**src/rtl/core/xed_pkg.sv**
```systemverilog
// Package for the XML entity decoder: item and command types, codes,
// character constants and small lookup functions. No dependencies.
package xed_pkg;

  localparam int unsigned MaxEntityLen = 16;
  localparam int unsigned CntW         = $clog2(MaxEntityLen + 1);
  localparam int unsigned AddrW        = $clog2(MaxEntityLen);
  localparam int unsigned PairDepth    = MaxEntityLen / 2;
  localparam int unsigned PairAW       = $clog2(PairDepth);
  localparam int unsigned PairCntW     = $clog2(PairDepth + 1);
  localparam int unsigned CmdDepth     = 4;
  localparam int unsigned CmdAW        = $clog2(CmdDepth);
  localparam int unsigned ResDepth     = 4;
  localparam int unsigned ResAW        = $clog2(ResDepth);
  localparam int unsigned NumNames     = 5;

  localparam logic [7:0] ChAmp   = 8'h26;
  localparam logic [7:0] ChSemi  = 8'h3B;
  localparam logic [7:0] ChHash  = 8'h23;
  localparam logic [7:0] ChLowX  = 8'h78;
  localparam logic [7:0] ChZero  = 8'h30;
  localparam logic [7:0] ChNine  = 8'h39;
  localparam logic [7:0] ChLess  = 8'h3C;
  localparam logic [7:0] ChMore  = 8'h3E;
  localparam logic [7:0] ChApos  = 8'h27;
  localparam logic [7:0] ChQuote = 8'h22;

  typedef struct packed {
    logic [7:0] in_byte;
    logic       in_last;
  } in_item_t;

  typedef struct packed {
    logic [7:0] out_byte;
    logic       out_error;
    logic       out_last;
  } res_item_t;

  typedef enum logic [1:0] {
    MODE_TEXT,
    MODE_ENTITY,
    MODE_DISCARD
  } mode_e;

  typedef enum logic [2:0] {
    CMD_TEXT,
    CMD_STORE,
    CMD_CLOSE_ONE,
    CMD_CLOSE_HEX,
    CMD_FLUSH,
    CMD_ABORT
  } cmd_kind_e;

  typedef struct packed {
    cmd_kind_e  kind;
    logic [7:0] data;
    logic       last;
    logic       pair_vld;
    logic [7:0] pair;
  } cmd_t;

  typedef enum logic [1:0] {
    BK_IDLE,
    BK_FLUSH_BUF,
    BK_FLUSH_TAIL,
    BK_HEX
  } back_state_e;

  typedef enum logic [2:0] {
    NM_LT,
    NM_GT,
    NM_AMP,
    NM_APOS,
    NM_QUOT
  } name_e;

  // Entity names, left aligned, one byte per character.
  function automatic logic [31:0] name_str(input name_e j);
    logic [31:0] s;
    case (j)
      NM_LT:   s = 32'h6C74_0000;
      NM_GT:   s = 32'h6774_0000;
      NM_AMP:  s = 32'h616D_7000;
      NM_APOS: s = 32'h6170_6F73;
      NM_QUOT: s = 32'h7175_6F74;
      default: s = 32'h0000_0000;
    endcase
    return s;
  endfunction

  function automatic logic [7:0] name_char(input name_e j, input logic [1:0] k);
    logic [31:0] s;
    s = name_str(j);
    return s[8 * (3 - k) +: 8];
  endfunction

  function automatic logic [CntW-1:0] name_len(input name_e j);
    logic [CntW-1:0] n;
    case (j)
      NM_LT:   n = CntW'(2);
      NM_GT:   n = CntW'(2);
      NM_AMP:  n = CntW'(3);
      NM_APOS: n = CntW'(4);
      NM_QUOT: n = CntW'(4);
      default: n = '0;
    endcase
    return n;
  endfunction

  function automatic logic [7:0] name_value(input name_e j);
    logic [7:0] v;
    case (j)
      NM_LT:   v = ChLess;
      NM_GT:   v = ChMore;
      NM_AMP:  v = ChAmp;
      NM_APOS: v = ChApos;
      NM_QUOT: v = ChQuote;
      default: v = 8'h00;
    endcase
    return v;
  endfunction

  // Returns {valid, nibble} for one hex digit of either case.
  function automatic logic [4:0] hex_nib(input logic [7:0] c);
    logic [4:0] r;
    if (c >= 8'h30 && c <= 8'h39) begin
      r = {1'b1, 4'(c - 8'h30)};
    end else if (c >= 8'h61 && c <= 8'h66) begin
      r = {1'b1, 4'(c - 8'h57)};
    end else if (c >= 8'h41 && c <= 8'h46) begin
      r = {1'b1, 4'(c - 8'h37)};
    end else begin
      r = 5'b0_0000;
    end
    return r;
  endfunction

endpackage

```
**src/rtl/core/xed_cmd_fifo.sv**
```systemverilog
// Command queue between the front and the back of the entity decoder.
// Depends on xed_pkg for the command type and depth.
module xed_cmd_fifo (
  input  logic          clk_i,
  input  logic          rst_ni,
  input  logic          wr_i,
  input  xed_pkg::cmd_t data_i,
  output logic          full_o,
  input  logic          rd_i,
  output logic          vld_o,
  output xed_pkg::cmd_t data_o
);

  xed_pkg::cmd_t                 mem_q [xed_pkg::CmdDepth];
  logic [xed_pkg::CmdAW-1:0]     wptr_q, wptr_d;
  logic [xed_pkg::CmdAW-1:0]     rptr_q, rptr_d;
  logic [xed_pkg::CmdAW:0]       cnt_q, cnt_d;
  logic                          do_wr, do_rd;

  assign full_o = (cnt_q == (xed_pkg::CmdAW + 1)'(xed_pkg::CmdDepth));
  assign vld_o  = (cnt_q != '0);
  assign data_o = mem_q[rptr_q];
  assign do_wr  = wr_i && !full_o;
  assign do_rd  = rd_i && vld_o;

  always_comb begin
    wptr_d = do_wr ? wptr_q + 1'b1 : wptr_q;
    rptr_d = do_rd ? rptr_q + 1'b1 : rptr_q;
    cnt_d  = cnt_q;
    if (do_wr && !do_rd) begin
      cnt_d = cnt_q + 1'b1;
    end else if (do_rd && !do_wr) begin
      cnt_d = cnt_q - 1'b1;
    end
  end

  always_ff @(posedge clk_i or negedge rst_ni) begin
    if (!rst_ni) begin
      wptr_q <= '0;
      rptr_q <= '0;
      cnt_q  <= '0;
    end else begin
      wptr_q <= wptr_d;
      rptr_q <= rptr_d;
      cnt_q  <= cnt_d;
    end
  end

  always_ff @(posedge clk_i) begin
    if (do_wr) begin
      mem_q[wptr_q] <= data_i;
    end
  end

endmodule

```
**src/rtl/core/xed_res_fifo.sv**
```systemverilog
// Result queue at the output of the entity decoder.
// Depends on xed_pkg for the result type and depth.
module xed_res_fifo (
  input  logic               clk_i,
  input  logic               rst_ni,
  input  logic               wr_i,
  input  xed_pkg::res_item_t data_i,
  output logic               full_o,
  input  logic               rd_i,
  output logic               empty_o,
  output xed_pkg::res_item_t data_o
);

  xed_pkg::res_item_t            mem_q [xed_pkg::ResDepth];
  logic [xed_pkg::ResAW-1:0]     wptr_q, wptr_d;
  logic [xed_pkg::ResAW-1:0]     rptr_q, rptr_d;
  logic [xed_pkg::ResAW:0]       cnt_q, cnt_d;
  logic                          do_wr, do_rd;

  assign full_o  = (cnt_q == (xed_pkg::ResAW + 1)'(xed_pkg::ResDepth));
  assign empty_o = (cnt_q == '0);
  assign data_o  = mem_q[rptr_q];
  assign do_wr   = wr_i && !full_o;
  assign do_rd   = rd_i && !empty_o;

  always_comb begin
    wptr_d = do_wr ? wptr_q + 1'b1 : wptr_q;
    rptr_d = do_rd ? rptr_q + 1'b1 : rptr_q;
    cnt_d  = cnt_q;
    if (do_wr && !do_rd) begin
      cnt_d = cnt_q + 1'b1;
    end else if (do_rd && !do_wr) begin
      cnt_d = cnt_q - 1'b1;
    end
  end

  always_ff @(posedge clk_i or negedge rst_ni) begin
    if (!rst_ni) begin
      wptr_q <= '0;
      rptr_q <= '0;
      cnt_q  <= '0;
    end else begin
      wptr_q <= wptr_d;
      rptr_q <= rptr_d;
      cnt_q  <= cnt_d;
    end
  end

  always_ff @(posedge clk_i) begin
    if (do_wr) begin
      mem_q[wptr_q] <= data_i;
    end
  end

endmodule

```
**src/rtl/core/xed_front.sv**
```systemverilog
// Front end of the entity decoder: tracks text/entity/discard mode, checks
// the entity name as it arrives and issues at most one command per byte. Uses xed_pkg.
module xed_front (
  input  logic              clk_i,
  input  logic              rst_ni,
  input  logic              accept_i,
  input  xed_pkg::in_item_t in_item_i,
  output logic              cmd_vld_o,
  output xed_pkg::cmd_t     cmd_o
);

  xed_pkg::mode_e                 mode_q, mode_d;
  logic [xed_pkg::CntW-1:0]       cnt_q, cnt_d;
  logic                           hash_q, hash_d;
  logic                           hex_q, hex_d;
  logic                           dig_ok_q, dig_ok_d;
  logic [7:0]                     acc_q, acc_d;
  logic [3:0]                     nib_q, nib_d;
  logic [xed_pkg::NumNames-1:0]   nm_q, nm_d;

  logic [7:0]                     b;
  logic                           last;
  logic [4:0]                     hv;
  logic                           is_dig;
  logic                           hex_ok, dec_ok, named_ok;
  logic [7:0]                     named_val;
  xed_pkg::name_e                 nm_idx;

  assign b      = in_item_i.in_byte;
  assign last   = in_item_i.in_last;
  assign hv     = xed_pkg::hex_nib(b);
  assign is_dig = (b >= xed_pkg::ChZero) && (b <= xed_pkg::ChNine);

  // Verdict on the buffered name, valid when the semicolon arrives.
  always_comb begin
    hex_ok    = hash_q && hex_q && (cnt_q > xed_pkg::CntW'(2)) && !cnt_q[0] && dig_ok_q;
    dec_ok    = hash_q && !hex_q && (cnt_q >= xed_pkg::CntW'(2)) && dig_ok_q;
    named_ok  = 1'b0;
    named_val = 8'h00;
    for (int j = 0; j < xed_pkg::NumNames; j++) begin
      nm_idx = xed_pkg::name_e'(j[2:0]);
      if (!hash_q && (cnt_q != '0) && nm_q[j] && (cnt_q == xed_pkg::name_len(nm_idx))) begin
        named_ok  = 1'b1;
        named_val = xed_pkg::name_value(nm_idx);
      end
    end
  end

  always_comb begin
    mode_d   = mode_q;
    cnt_d    = cnt_q;
    hash_d   = hash_q;
    hex_d    = hex_q;
    dig_ok_d = dig_ok_q;
    acc_d    = acc_q;
    nib_d    = nib_q;
    nm_d     = nm_q;
    cmd_vld_o = 1'b0;
    cmd_o     = '{kind: xed_pkg::CMD_TEXT, data: b, last: last, pair_vld: 1'b0, pair: 8'h00};

    case (mode_q)
      xed_pkg::MODE_ENTITY: begin
        if (b == xed_pkg::ChSemi) begin
          cmd_vld_o = 1'b1;
          cnt_d     = '0;
          mode_d    = xed_pkg::MODE_TEXT;
          if (hex_ok) begin
            cmd_o.kind = xed_pkg::CMD_CLOSE_HEX;
          end else if (dec_ok) begin
            cmd_o.kind = xed_pkg::CMD_CLOSE_ONE;
            cmd_o.data = acc_q;
          end else if (named_ok) begin
            cmd_o.kind = xed_pkg::CMD_CLOSE_ONE;
            cmd_o.data = named_val;
          end else begin
            cmd_o.kind = xed_pkg::CMD_ABORT;
            cmd_o.data = 8'h00;
            mode_d     = last ? xed_pkg::MODE_TEXT : xed_pkg::MODE_DISCARD;
          end
        end else if (last) begin
          // Unterminated entity: replay it literally.
          cmd_vld_o  = 1'b1;
          cmd_o.kind = xed_pkg::CMD_FLUSH;
          cnt_d      = '0;
          mode_d     = xed_pkg::MODE_TEXT;
        end else if (cnt_q >= xed_pkg::CntW'(xed_pkg::MaxEntityLen)) begin
          cmd_vld_o  = 1'b1;
          cmd_o.kind = xed_pkg::CMD_ABORT;
          cmd_o.data = 8'h00;
          cmd_o.last = 1'b1;
          cnt_d      = '0;
          mode_d     = xed_pkg::MODE_DISCARD;
        end else begin
          cmd_vld_o  = 1'b1;
          cmd_o.kind = xed_pkg::CMD_STORE;
          cnt_d      = cnt_q + 1'b1;
          if (cnt_q == '0) begin
            hash_d   = (b == xed_pkg::ChHash);
            dig_ok_d = 1'b1;
            acc_d    = 8'h00;
            for (int j = 0; j < xed_pkg::NumNames; j++) begin
              nm_d[j] = (b == xed_pkg::name_char(xed_pkg::name_e'(j[2:0]), 2'd0));
            end
          end else begin
            for (int j = 0; j < xed_pkg::NumNames; j++) begin
              nm_d[j] = nm_q[j]
                     && (cnt_q < xed_pkg::name_len(xed_pkg::name_e'(j[2:0])))
                     && (b == xed_pkg::name_char(xed_pkg::name_e'(j[2:0]), cnt_q[1:0]));
            end
            if (cnt_q == xed_pkg::CntW'(1)) begin
              hex_d = (b == xed_pkg::ChLowX);
            end
            if (hash_q && !((cnt_q == xed_pkg::CntW'(1)) && (b == xed_pkg::ChLowX))) begin
              if (hex_q && (cnt_q >= xed_pkg::CntW'(2))) begin
                dig_ok_d = dig_ok_q && hv[4];
                if (!cnt_q[0]) begin
                  nib_d = hv[3:0];
                end else begin
                  cmd_o.pair_vld = 1'b1;
                  cmd_o.pair     = {nib_q, hv[3:0]};
                end
              end else begin
                dig_ok_d = dig_ok_q && is_dig;
                acc_d    = (acc_q << 3) + (acc_q << 1) + (b - xed_pkg::ChZero);
              end
            end
          end
        end
      end
      xed_pkg::MODE_DISCARD: begin
        if (last) begin
          mode_d = xed_pkg::MODE_TEXT;
        end
      end
      default: begin
        mode_d = xed_pkg::MODE_TEXT;
        if ((b == xed_pkg::ChAmp) && !last) begin
          mode_d = xed_pkg::MODE_ENTITY;
          cnt_d  = '0;
        end else begin
          cmd_vld_o = 1'b1;
        end
      end
    endcase
  end

  always_ff @(posedge clk_i or negedge rst_ni) begin
    if (!rst_ni) begin
      mode_q   <= xed_pkg::MODE_TEXT;
      cnt_q    <= '0;
      hash_q   <= 1'b0;
      hex_q    <= 1'b0;
      dig_ok_q <= 1'b0;
      acc_q    <= 8'h00;
      nib_q    <= 4'h0;
      nm_q     <= '0;
    end else if (accept_i) begin
      mode_q   <= mode_d;
      cnt_q    <= cnt_d;
      hash_q   <= hash_d;
      hex_q    <= hex_d;
      dig_ok_q <= dig_ok_d;
      acc_q    <= acc_d;
      nib_q    <= nib_d;
      nm_q     <= nm_d;
    end
  end

endmodule

```
**src/rtl/core/xed_back.sv**
```systemverilog
// Back end of the entity decoder: stores entity bytes and decoded hex pairs
// and emits results into the result queue, one per cycle while it has room. Uses xed_pkg.
module xed_back (
  input  logic               clk_i,
  input  logic               rst_ni,
  input  logic               cmd_vld_i,
  input  xed_pkg::cmd_t      cmd_i,
  output logic               cmd_pop_o,
  input  logic               res_full_i,
  output logic               res_push_o,
  output xed_pkg::res_item_t res_o
);

  logic [7:0]                    buf_q  [xed_pkg::MaxEntityLen];
  logic [7:0]                    pair_q [xed_pkg::PairDepth];

  xed_pkg::back_state_e          state_q, state_d;
  logic [xed_pkg::CntW-1:0]      wr_q, wr_d;
  logic [xed_pkg::PairCntW-1:0]  pr_q, pr_d;
  logic [xed_pkg::CntW-1:0]      idx_q, idx_d;
  logic [7:0]                    tail_q, tail_d;
  logic                          last_q, last_d;
  logic                          buf_we, pair_we;
  logic [7:0]                    buf_rd, pair_rd;
  logic                          hex_end;

  assign buf_rd  = buf_q[idx_q[xed_pkg::AddrW-1:0]];
  assign pair_rd = pair_q[idx_q[xed_pkg::PairAW-1:0]];
  assign hex_end = (idx_q == (xed_pkg::CntW'(pr_q) - xed_pkg::CntW'(1)));

  always_comb begin
    state_d    = state_q;
    wr_d       = wr_q;
    pr_d       = pr_q;
    idx_d      = idx_q;
    tail_d     = tail_q;
    last_d     = last_q;
    buf_we     = 1'b0;
    pair_we    = 1'b0;
    cmd_pop_o  = 1'b0;
    res_push_o = 1'b0;
    res_o      = '{out_byte: cmd_i.data, out_error: 1'b0, out_last: cmd_i.last};

    case (state_q)
      xed_pkg::BK_IDLE: begin
        if (cmd_vld_i) begin
          case (cmd_i.kind)
            xed_pkg::CMD_STORE: begin
              buf_we    = 1'b1;
              wr_d      = wr_q + 1'b1;
              cmd_pop_o = 1'b1;
              if (cmd_i.pair_vld) begin
                pair_we = 1'b1;
                pr_d    = pr_q + 1'b1;
              end
            end
            xed_pkg::CMD_TEXT: begin
              if (!res_full_i) begin
                res_push_o = 1'b1;
                cmd_pop_o  = 1'b1;
              end
            end
            xed_pkg::CMD_CLOSE_ONE: begin
              if (!res_full_i) begin
                res_push_o = 1'b1;
                cmd_pop_o  = 1'b1;
                wr_d       = '0;
                pr_d       = '0;
              end
            end
            xed_pkg::CMD_ABORT: begin
              res_o = '{out_byte: 8'h00, out_error: 1'b1, out_last: 1'b1};
              if (!res_full_i) begin
                res_push_o = 1'b1;
                cmd_pop_o  = 1'b1;
                wr_d       = '0;
                pr_d       = '0;
              end
            end
            xed_pkg::CMD_CLOSE_HEX: begin
              res_o.out_byte = pair_rd;
              res_o.out_last = cmd_i.last && (pr_q == xed_pkg::PairCntW'(1));
              if (!res_full_i) begin
                res_push_o = 1'b1;
                cmd_pop_o  = 1'b1;
                if (pr_q == xed_pkg::PairCntW'(1)) begin
                  wr_d = '0;
                  pr_d = '0;
                end else begin
                  idx_d   = xed_pkg::CntW'(1);
                  last_d  = cmd_i.last;
                  state_d = xed_pkg::BK_HEX;
                end
              end
            end
            xed_pkg::CMD_FLUSH: begin
              res_o.out_byte = xed_pkg::ChAmp;
              res_o.out_last = 1'b0;
              if (!res_full_i) begin
                res_push_o = 1'b1;
                cmd_pop_o  = 1'b1;
                tail_d     = cmd_i.data;
                last_d     = cmd_i.last;
                state_d    = (wr_q == '0) ? xed_pkg::BK_FLUSH_TAIL : xed_pkg::BK_FLUSH_BUF;
              end
            end
            default: begin
              cmd_pop_o = 1'b1;
            end
          endcase
        end
      end
      xed_pkg::BK_FLUSH_BUF: begin
        res_o = '{out_byte: buf_rd, out_error: 1'b0, out_last: 1'b0};
        if (!res_full_i) begin
          res_push_o = 1'b1;
          if (idx_q == (wr_q - 1'b1)) begin
            idx_d   = '0;
            state_d = xed_pkg::BK_FLUSH_TAIL;
          end else begin
            idx_d = idx_q + 1'b1;
          end
        end
      end
      xed_pkg::BK_FLUSH_TAIL: begin
        res_o = '{out_byte: tail_q, out_error: 1'b0, out_last: last_q};
        if (!res_full_i) begin
          res_push_o = 1'b1;
          wr_d       = '0;
          pr_d       = '0;
          idx_d      = '0;
          state_d    = xed_pkg::BK_IDLE;
        end
      end
      xed_pkg::BK_HEX: begin
        res_o = '{out_byte: pair_rd, out_error: 1'b0, out_last: last_q && hex_end};
        if (!res_full_i) begin
          res_push_o = 1'b1;
          if (hex_end) begin
            wr_d    = '0;
            pr_d    = '0;
            idx_d   = '0;
            state_d = xed_pkg::BK_IDLE;
          end else begin
            idx_d = idx_q + 1'b1;
          end
        end
      end
      default: begin
        state_d = xed_pkg::BK_IDLE;
      end
    endcase
  end

  always_ff @(posedge clk_i or negedge rst_ni) begin
    if (!rst_ni) begin
      state_q <= xed_pkg::BK_IDLE;
      wr_q    <= '0;
      pr_q    <= '0;
      idx_q   <= '0;
      tail_q  <= 8'h00;
      last_q  <= 1'b0;
    end else begin
      state_q <= state_d;
      wr_q    <= wr_d;
      pr_q    <= pr_d;
      idx_q   <= idx_d;
      tail_q  <= tail_d;
      last_q  <= last_d;
    end
  end

  always_ff @(posedge clk_i) begin
    if (buf_we) begin
      buf_q[wr_q[xed_pkg::AddrW-1:0]] <= cmd_i.data;
    end
    if (pair_we) begin
      pair_q[pr_q[xed_pkg::PairAW-1:0]] <= cmd_i.pair;
    end
  end

endmodule

```
**src/rtl/core/xml_entity_decoder.sv**
```systemverilog
// Path: a text byte passes the registered command and result queues before it shows on the result ports.
// Throughput: one input transaction per cycle while the command queue has room;
//   the back end emits one result per cycle while the result queue has room; a closed
//   hex entity gives one result per byte pair, an unterminated one is replayed literally.
// Reset: rst_ni clears mode, counters and queues at once; the entity stores are
//   not cleared and are only read after being written.
// Top level of the XML entity decoder; uses xed_pkg, xed_front, xed_cmd_fifo,
// xed_back and xed_res_fifo.
module xml_entity_decoder (
  input  logic               clk_i,
  input  logic               rst_ni,
  input  logic               push,
  input  xed_pkg::in_item_t  in_item_i,
  output logic               full,
  output logic               empty,
  input  logic               pop,
  output xed_pkg::res_item_t out_item_o
);

  // The front end sees every accepted input transaction. It keeps the text,
  // entity and discard modes and judges the entity name while its bytes
  // arrive, so that when the semicolon comes the verdict is already known.
  logic               accept;
  logic               cmd_vld;
  xed_pkg::cmd_t      cmd_in;

  // The command queue decouples the two halves: the front keeps taking bytes
  // while the back is busy replaying a long entity into a full result queue.
  logic               cmd_full;
  logic               cmd_avail;
  logic               cmd_pop;
  xed_pkg::cmd_t      cmd_out;

  // The back end owns the entity byte store and the decoded hex pairs, and
  // sequences multi-result bursts one result per cycle while the result queue has room.
  logic               res_full;
  logic               res_push;
  xed_pkg::res_item_t res_in;

  // Every accepted byte reaches the front; only some produce a command.
  // The queue is checked as full before any classification, which keeps
  // the full flag free of any path from the input byte.
  assign full   = cmd_full;
  assign accept = push && !cmd_full;

  xed_front u_front (
    .clk_i     (clk_i),
    .rst_ni    (rst_ni),
    .accept_i  (accept),
    .in_item_i (in_item_i),
    .cmd_vld_o (cmd_vld),
    .cmd_o     (cmd_in)
  );

  xed_cmd_fifo u_cmd_fifo (
    .clk_i  (clk_i),
    .rst_ni (rst_ni),
    .wr_i   (accept && cmd_vld),
    .data_i (cmd_in),
    .full_o (cmd_full),
    .rd_i   (cmd_pop),
    .vld_o  (cmd_avail),
    .data_o (cmd_out)
  );

  xed_back u_back (
    .clk_i      (clk_i),
    .rst_ni     (rst_ni),
    .cmd_vld_i  (cmd_avail),
    .cmd_i      (cmd_out),
    .cmd_pop_o  (cmd_pop),
    .res_full_i (res_full),
    .res_push_o (res_push),
    .res_o      (res_in)
  );

  // The result queue absorbs the short bursts that entity closures produce
  // and presents the oldest result while empty is low.
  xed_res_fifo u_res_fifo (
    .clk_i   (clk_i),
    .rst_ni  (rst_ni),
    .wr_i    (res_push),
    .data_i  (res_in),
    .full_o  (res_full),
    .rd_i    (pop),
    .empty_o (empty),
    .data_o  (out_item_o)
  );

endmodule

```
**config.mk**
```make
export PLATFORM = sky130hd
export DESIGN_NAME = xml_entity_decoder
export DESIGN_NICKNAME = d
export VERILOG_FILES = /design/src/rtl/core/xed_pkg.sv /design/src/rtl/core/xed_cmd_fifo.sv /design/src/rtl/core/xed_res_fifo.sv /design/src/rtl/core/xed_front.sv /design/src/rtl/core/xed_back.sv /design/src/rtl/core/xml_entity_decoder.sv
export SDC_FILE = /design/constraint.sdc
export NUM_CORES = 1
export LEC_CHECK = 0
export BUFFER_PORTS_ARGS = -buffer_cell sky130_fd_sc_hd__buf_2
export CAP_MARGIN = 20
export CORE_ASPECT_RATIO = 0.5
export CORE_MARGIN = 2
export CORE_UTILIZATION = 46
export CTS_BUF_LIST = sky130_fd_sc_hd__clkbuf_2 sky130_fd_sc_hd__clkbuf_4 sky130_fd_sc_hd__clkbuf_8
export DETAILED_ROUTE_END_ITERATION = 8
export MAX_ROUTING_LAYER = met4
export PLACE_DENSITY = 0.61
export SYNTH_ARGS = -nofsm -noshare
export SYNTH_HDL_FRONTEND = slang
export SYNTH_SLANG_ARGS = --single-unit
```
**constraint.sdc**
```tcl
create_clock -name clk_i -period 3.5 [get_ports clk_i]
set_input_delay 0.175 -clock clk_i [delete_from_list [all_inputs] [get_ports clk_i]]
set_output_delay 0.175 -clock clk_i [all_outputs]
set_load 0.005 [all_outputs]
```
## After elaboration in Yosys (flattened, before gate mapping)

Memories as Yosys holds them, arrays and structs flattened.
Cells that the tools add are included.

| word-level totals | value |
|---|---|
| input bits | 13 |
| output and inout bits | 12 |
| memory bits (writable) | 316 |
| bits in latches | 0 |
| register bits after elaboration | 66 |
| ROM bits | 0 |
| memories | 4 |

Memory list:

| memory | words | width | rd ports | clocked after memory_dff | write ports | line | source |
|---|---|---|---|---|---|---|---|
| u_back.buf_q | 16 | 8 | 1 | 0 | 1 | xed_back.sv:14 | `logic [7:0] buf_q [xed_pkg::MaxEntityLen];` |
| u_cmd_fifo.mem_q | 4 | 21 | 1 | 0 | 1 | xed_cmd_fifo.sv:14 | `xed_pkg::cmd_t mem_q [xed_pkg::CmdDepth];` |
| u_back.pair_q | 8 | 8 | 1 | 0 | 1 | xed_back.sv:15 | `logic [7:0] pair_q [xed_pkg::PairDepth];` |
| u_res_fifo.mem_q | 4 | 10 | 1 | 0 | 1 | xed_res_fifo.sv:14 | `xed_pkg::res_item_t mem_q [xed_pkg::ResDepth];` |

| operators by class | value |
|---|---|
| add/sub/neg operators | 20 |
| order comparisons | 12 |
| equality and inequality tests | 55 |
| reduce and logical (&&, ||, !) cells | 91 |
| muxes and demuxes | 192 |
| div/mod/pow operators | 0 |
| multipliers | 0 |
| shift operators | 5 |
| bitwise operators | 7 |

Operators by type and width:

| operator | count |
|---|---|
| 32-bit two-way mux | 50 |
| 5-bit two-way mux | 38 |
| 32-bit by 33-bit variable part select with 8-bit output | 5 |
| 8-bit equality test | 10 |
| 9-bit two-way mux | 6 |
| 1-bit logical AND | 49 |
| 10-bit one-hot mux with 4 select lines | 1 |
| 2-bit two-way mux | 18 |
| 1-bit two-way mux | 35 |
| 11-bit two-way mux | 3 |
| 8-bit two-way mux | 4 |
| 6-bit two-way mux | 5 |
| 5-bit one-hot mux with 3 select lines | 2 |
| 4-bit two-way mux | 7 |
| 7-bit AND reduction | 4 |
| 8-bit by 6-bit equality test with 1-bit output, second input constant | 3 |
| 4-bit one-hot mux with 3 select lines | 2 |
| 8-bit one-hot mux with 3 select lines | 1 |
| 2-bit inequality test, second input constant | 11 |
| 21-bit two-way mux | 1 |
| 3-bit two-way mux | 7 |
| 10-bit two-way mux | 2 |
| 5-bit one-hot mux with 4 select lines | 1 |
| 18-bit two-way mux | 1 |
| other kinds (58) | 116 |

## Logic depth before layout (Yosys ltp)

| depth | value |
|---|---|
| depth in word-level cells | 14 |
| depth in mapped cells | 13 |

## Modules after synthesis

A second synthesis with hierarchy kept.

| unflattened totals | value |
|---|---|
| cell total of the unflattened synthesis | 1132 |
| area total of the unflattened synthesis | 17797.1 µm² |

By module, submodules not included:

| module | sequential area each (µm²) | area each (µm²) | times used | cells each |
|---|---|---|---|---|
| xed_back | 6391.1 | 9514.1 | 1 | 555 |
| xed_cmd_fifo | 2697.6 | 3479.6 | 1 | 145 |
| xed_front | 675.6 | 2910.3 | 1 | 343 |
| xed_res_fifo | 1376.3 | 1878.1 | 1 | 87 |
| xml_entity_decoder | 0.0 | 15.0 | 1 | 2 |

## Least setup slack after synthesis

No wires, ideal clock.

| timing path | value |
|---|---|
| path kind | register -> register |
| start | reg u_cmd_fifo.rptr_q[0] (netlist name) |
| end | reg u_res_fifo.cnt_q[2] (netlist name) |
| buffers on the path | 2 |
| arrival time | 2826 ps |
| period minus slack after synthesis | 2905 ps |
| required time | 3421 ps |
| setup slack | 595 ps |
| stages on the path, launching flop included | 14 |
| cells stage by stage | dfrtp_1 buf_6 mux4_2 buf_6 nand2_1 and2_1 nand2_1 a21oi_1 ha_1 inv_1 fa_1 xor2_1 nor2_1 xor2_1 |

| on the way | value |
|---|---|
| cells in the longest elaborated chain, start to end | 10 |
| elaborated cells on any way between the ends | 16 |
| classes of those cells | eq/ne (4); mux (4); reduce/logical (7); memory (1) |

RTL lines:

| item | line | source |
|---|---|---|
| start, declared | xed_cmd_fifo.sv:16 | `logic [xed_pkg::CmdAW-1:0] rptr_q, rptr_d;` |
| start signal, assigned | xed_cmd_fifo.sv:44 | `rptr_q <= rptr_d;` |
| memory read 4 x 21 bit * | - |  |
| 3-bit by 2-bit equality test with 1-bit output (tied with other cells) | xed_back.sv:47 | `case (cmd_i.kind)` |
| 5-bit OR reduction (no line) * | - |  |
| 1-bit two-way mux * | - |  |
| 1-bit two-way mux * | xed_back.sv:46 | `if (cmd_vld_i) begin` |
| 1-bit one-hot mux with 2 select lines * | xed_back.sv:44 | `case (state_q)` |
| 1-bit logical AND * | xed_res_fifo.sv:23 | `assign do_wr = wr_i && !full_o;` |
| via u_res_fifo.do_wr | xed_res_fifo.sv:18 | `logic do_wr, do_rd;` |
| 1-bit logical NOT | xed_res_fifo.sv:32 | `end else if (do_rd && !do_wr) begin` |
| 1-bit logical AND | xed_res_fifo.sv:32 |  |
| 2-bit nonzero test (no line) | - |  |
| end signal, assigned | xed_res_fifo.sv:45 | `cnt_q <= cnt_d;` |
| end, declared | xed_res_fifo.sv:17 | `logic [xed_pkg::ResAW:0] cnt_q, cnt_d;` |

The timed path passes the listed nets; every way through them passes the cells marked *.
A chain may end at the register's enable or synchronous reset.

## Worst setup path after layout

Ends and elaborated chain as after synthesis.

==> qor.csv <==
metric,value,unit
outcome,"complete, no violations",
placed instance count,1638,
htree depth,2,
Detail Placement HPWL,25500,um
Lkg Pwr,0.00697,uW
Worst path slowest cell,mux4_2,
Max clock buf depth,3,
dpl ws,269,ps
Slew @ Worst Pin,783,ps
Die W,279,um
Tcrit/Tclk final,0.924,
Resized cells post-CTS,0,
TNS Setup,0,ps
Setup Skew,27.4,ps
GP Congestion,0.865,
"Largest stage delay, worst path",640,ps
Achievable Freq,309,MHz
GR Util All Layers,0.203,
post-synthesis sequential area ratio,0.638,
TritonCTS Sinks,382,
# port buffers,24,
initial antenna violation count,0,
most frequent cells in the layout,"edfxtp_1 (316), mux4_2 (87), nor2_1 (66)",
"leading cell type in the layout, fill and taps excluded",edfxtp_1,
hold_ws,64.4,ps
Post-synth EDFFs,316,
start point of the critical path,u_cmd_fifo.rptr_q[0]$_DFFE_PN0P_,
Crit path max-delay family,multiplexers,
R2R Setup Slk,270,ps
PD cells,783,nW/um^2
share of cells above drive strength 1,0.235,
Buf/Inv on CP,3,
DR vias,9972,
Worst EP required,4030,ps
Slew headroom,0.473,
overall routed net length,37800,um
"Top FF cell, synth",edfxtp_1,
critical path depth in cells,13,
final routed DRC violation total,0,
WHS Path Cells,2,
CTS tree,done,
CTS Root Cell,clkbuf_8,
core area,37400,um^2
synth unique cells,77,
Post-Syn Nets,1188,
end point of the critical path,u_res_fifo.cnt_q[2]$_DFFE_PN0P_,
synth warn,0,
reg2reg start,u_cmd_fifo.rptr_q[0]$_DFFE_PN0P_,
unrepaired setup endpoints after global routing,false,
Final Non-Filler Cells,1743,
crit path max fanout,12,
Area Growth Syn to Fin,11.8,%
arrival time worst endpoint,3760,ps
minimum clock period,3230,ps
R2R depth,13,
Worst-Skew Late Latency,620,ps
1st-iter DRT viols,855,
Rows,50,
die area,39600,um^2
Crit Path Class,reg2reg,
largest net degree at the start of global routing,33,
Final setup viols,0,
Synth Instances,1125,
final net count,1267,
Vias per Instance,5.72,
io pins,25,
Max IR drop VDD,0.276,mV
first-pass GRT wire length,59600,um
Final WS setup,267,ps
crit start category,flop,
drt pass-1 iters,6,
reg2reg end,u_res_fifo.cnt_q[2]$_DFFE_PN0P_,
"Cell Chain, Critical Path",buf_4 -> mux4_2 -> or3b_1 -> and2_1 -> nand2_1 -> a21oi_1 -> buf_4 -> ha_1 -> inv_1 -> fa_1 -> xor2_1 -> nor2_1 -> xor2_1,
Max-Cap Viols,0,
# fillers,3068,
Congestion Overflow GR,0,
Synth Cell Area,17500,um^2
antenna diode count,0,
cts bufs inserted,55,
"Clk pin slew, worst setup/hold paths",60,ps
vias in the first global route,10300,
synthesized flop and latch total,382,
Die Ht,142,um
final number of max-transition violations,0,
worst hold path class,in2reg,
Syn Area/Cell,15.5,um^2
Final Util,0.521,
Starting Density,0.466,
antenna-violating nets left,0,
wire per inst,21.7,um
Hold Fails Final Rpt,0,
CP endpoint kind,flop,
asr flop ratio synth,0.173,
-- power breakdown --
| part | internal [uW] | switching [uW] |
|---|---|---|
| clock network | 1910 | 1680 |
| registers | 6250 | 505 |
| logic | 2100 | 2840 |
| total | 10300 | 5020 |
-- metal layers --
layer,track usage,part of all wire,up-vias
li1,-,-,4539
met1,0.272,0.44,5099
met2,0.327,0.49,282
met3,0.0354,0.055,52
met4,0.0509,0.018,0
met5,-,0,-
-- sequential cells by signal (all words and copies together), names as in the netlist --
name,cells
u_cmd_fifo.cnt_q,3
u_back.wr_q,5
u_res_fifo.rptr_q,2
u_front.hash_q,1
u_res_fifo.wptr_q,2
u_back.tail_q,8
u_back.buf_q,128
u_cmd_fifo.wptr_q,2
u_res_fifo.mem_q,40
u_front.nm_q,5
u_front.nib_q,4
u_front.cnt_q,5
u_front.hex_q,1
u_back.pr_q,4
u_front.mode_q,2
u_front.dig_ok_q,1
u_back.idx_q,5
u_cmd_fifo.mem_q,84
u_cmd_fifo.rptr_q,2
u_res_fifo.cnt_q,3
u_back.last_q,1
u_front.acc_q,8
u_back.pair_q,64
u_back.state_q,2
-- synthesized netlist by cell type, types with 4 or more instances --
cell type,instances,area share
or3_1,6,0.0022
nor2_1,66,0.014
edfxtp_1,316,0.54
ha_1,43,0.031
o2bb2ai_1,4,0.0020
mux4_2,87,0.11
buf_2,7,0.0020
and3b_1,4,0.0020
a211oi_1,11,0.0047
nand2_1,57,0.012
a31oi_1,4,0.0014
nand2b_1,12,0.0043
a22o_1,16,0.0080
nand3_1,18,0.0052
and2_1,18,0.0065
and3_1,7,0.0025
mux2i_1,11,0.0063
xor2_1,18,0.0090
inv_1,45,0.0097
dfrtp_1,66,0.095
or2_2,4,0.0014
a21oi_1,25,0.0072
o31ai_1,8,0.0034
a21o_1,9,0.0039
nand4_1,9,0.0032
a221oi_1,8,0.0040
o21ai_0,40,0.011
nor2b_1,9,0.0032
nor3b_1,7,0.0030
fa_1,7,0.0080
clkbuf_1,40,0.0086
nor3_1,29,0.0083
mux2_2,20,0.013
buf_1,7,0.0015
xnor2_1,22,0.011
-- repair_timing --
action | CTS | global route
hold endpoints to repair | 29 | 0
setup buffers | 0 | 0
hold buffers | 3 | 0
-- cell type report --
type,count,area (um^2),share of cell area
sequential,382,11100,0.571
multi-input combinational,641,5900,0.302
clock buffer,82,960,0.0492
tap,494,618,0.0317
timing repair buffer,79,566,0.0290
inverter,45,169,0.00866
clock inverter,20,155,0.00795
-- through the flow --
step	cell area (um^2)	total power, uW
after floorplan	17500	10200
after global placement	18400	11600
after detailed placement	18400	11800
after CTS	19500	15500
after global routing	19500	16200
final	19500	15300
-- worst reg2reg max path, stage by stage (launching register included) --
cell	delay (ps)
dfrtp_1	470
buf_4	190
mux4_2	640
or3b_1	230
and2_1	140
nand2_1	50
a21oi_1	160
buf_4	160
ha_1	190
inv_1	70
fa_1	440
xor2_1	170
nor2_1	110
xor2_1	150
-- cells by family after synthesis --
logic type	Yosys count	synth area share
flops	382	0.638
simple gates	269	0.0800
compound gates	164	0.0674
mux	118	0.131
buf+inv	102	0.0237
fa+ha+maj	50	0.0389
xor+xnor	40	0.0201
-- worst min-delay path by stage --
stage,from,slack [ps],end
after detailed placement,rst_ni,260,u_cmd_fifo.cnt_q[1]$_DFFE_PN0P_
after floorplan,rst_ni,-120,u_back.idx_q[0]$_DFFE_PN0P_
after global placement,rst_ni,250,u_cmd_fifo.cnt_q[0]$_DFFE_PN0P_
after CTS,in_item_i[0],9,u_cmd_fifo.mem_q[2][9]$_DFFE_PP_
final,in_item_i[0],60,u_cmd_fifo.mem_q[1][9]$_DFFE_PP_
after global routing,in_item_i[0],40,u_cmd_fifo.mem_q[0][9]$_DFFE_PP_
No activity file was read; power rests on OpenSTA's default activity.
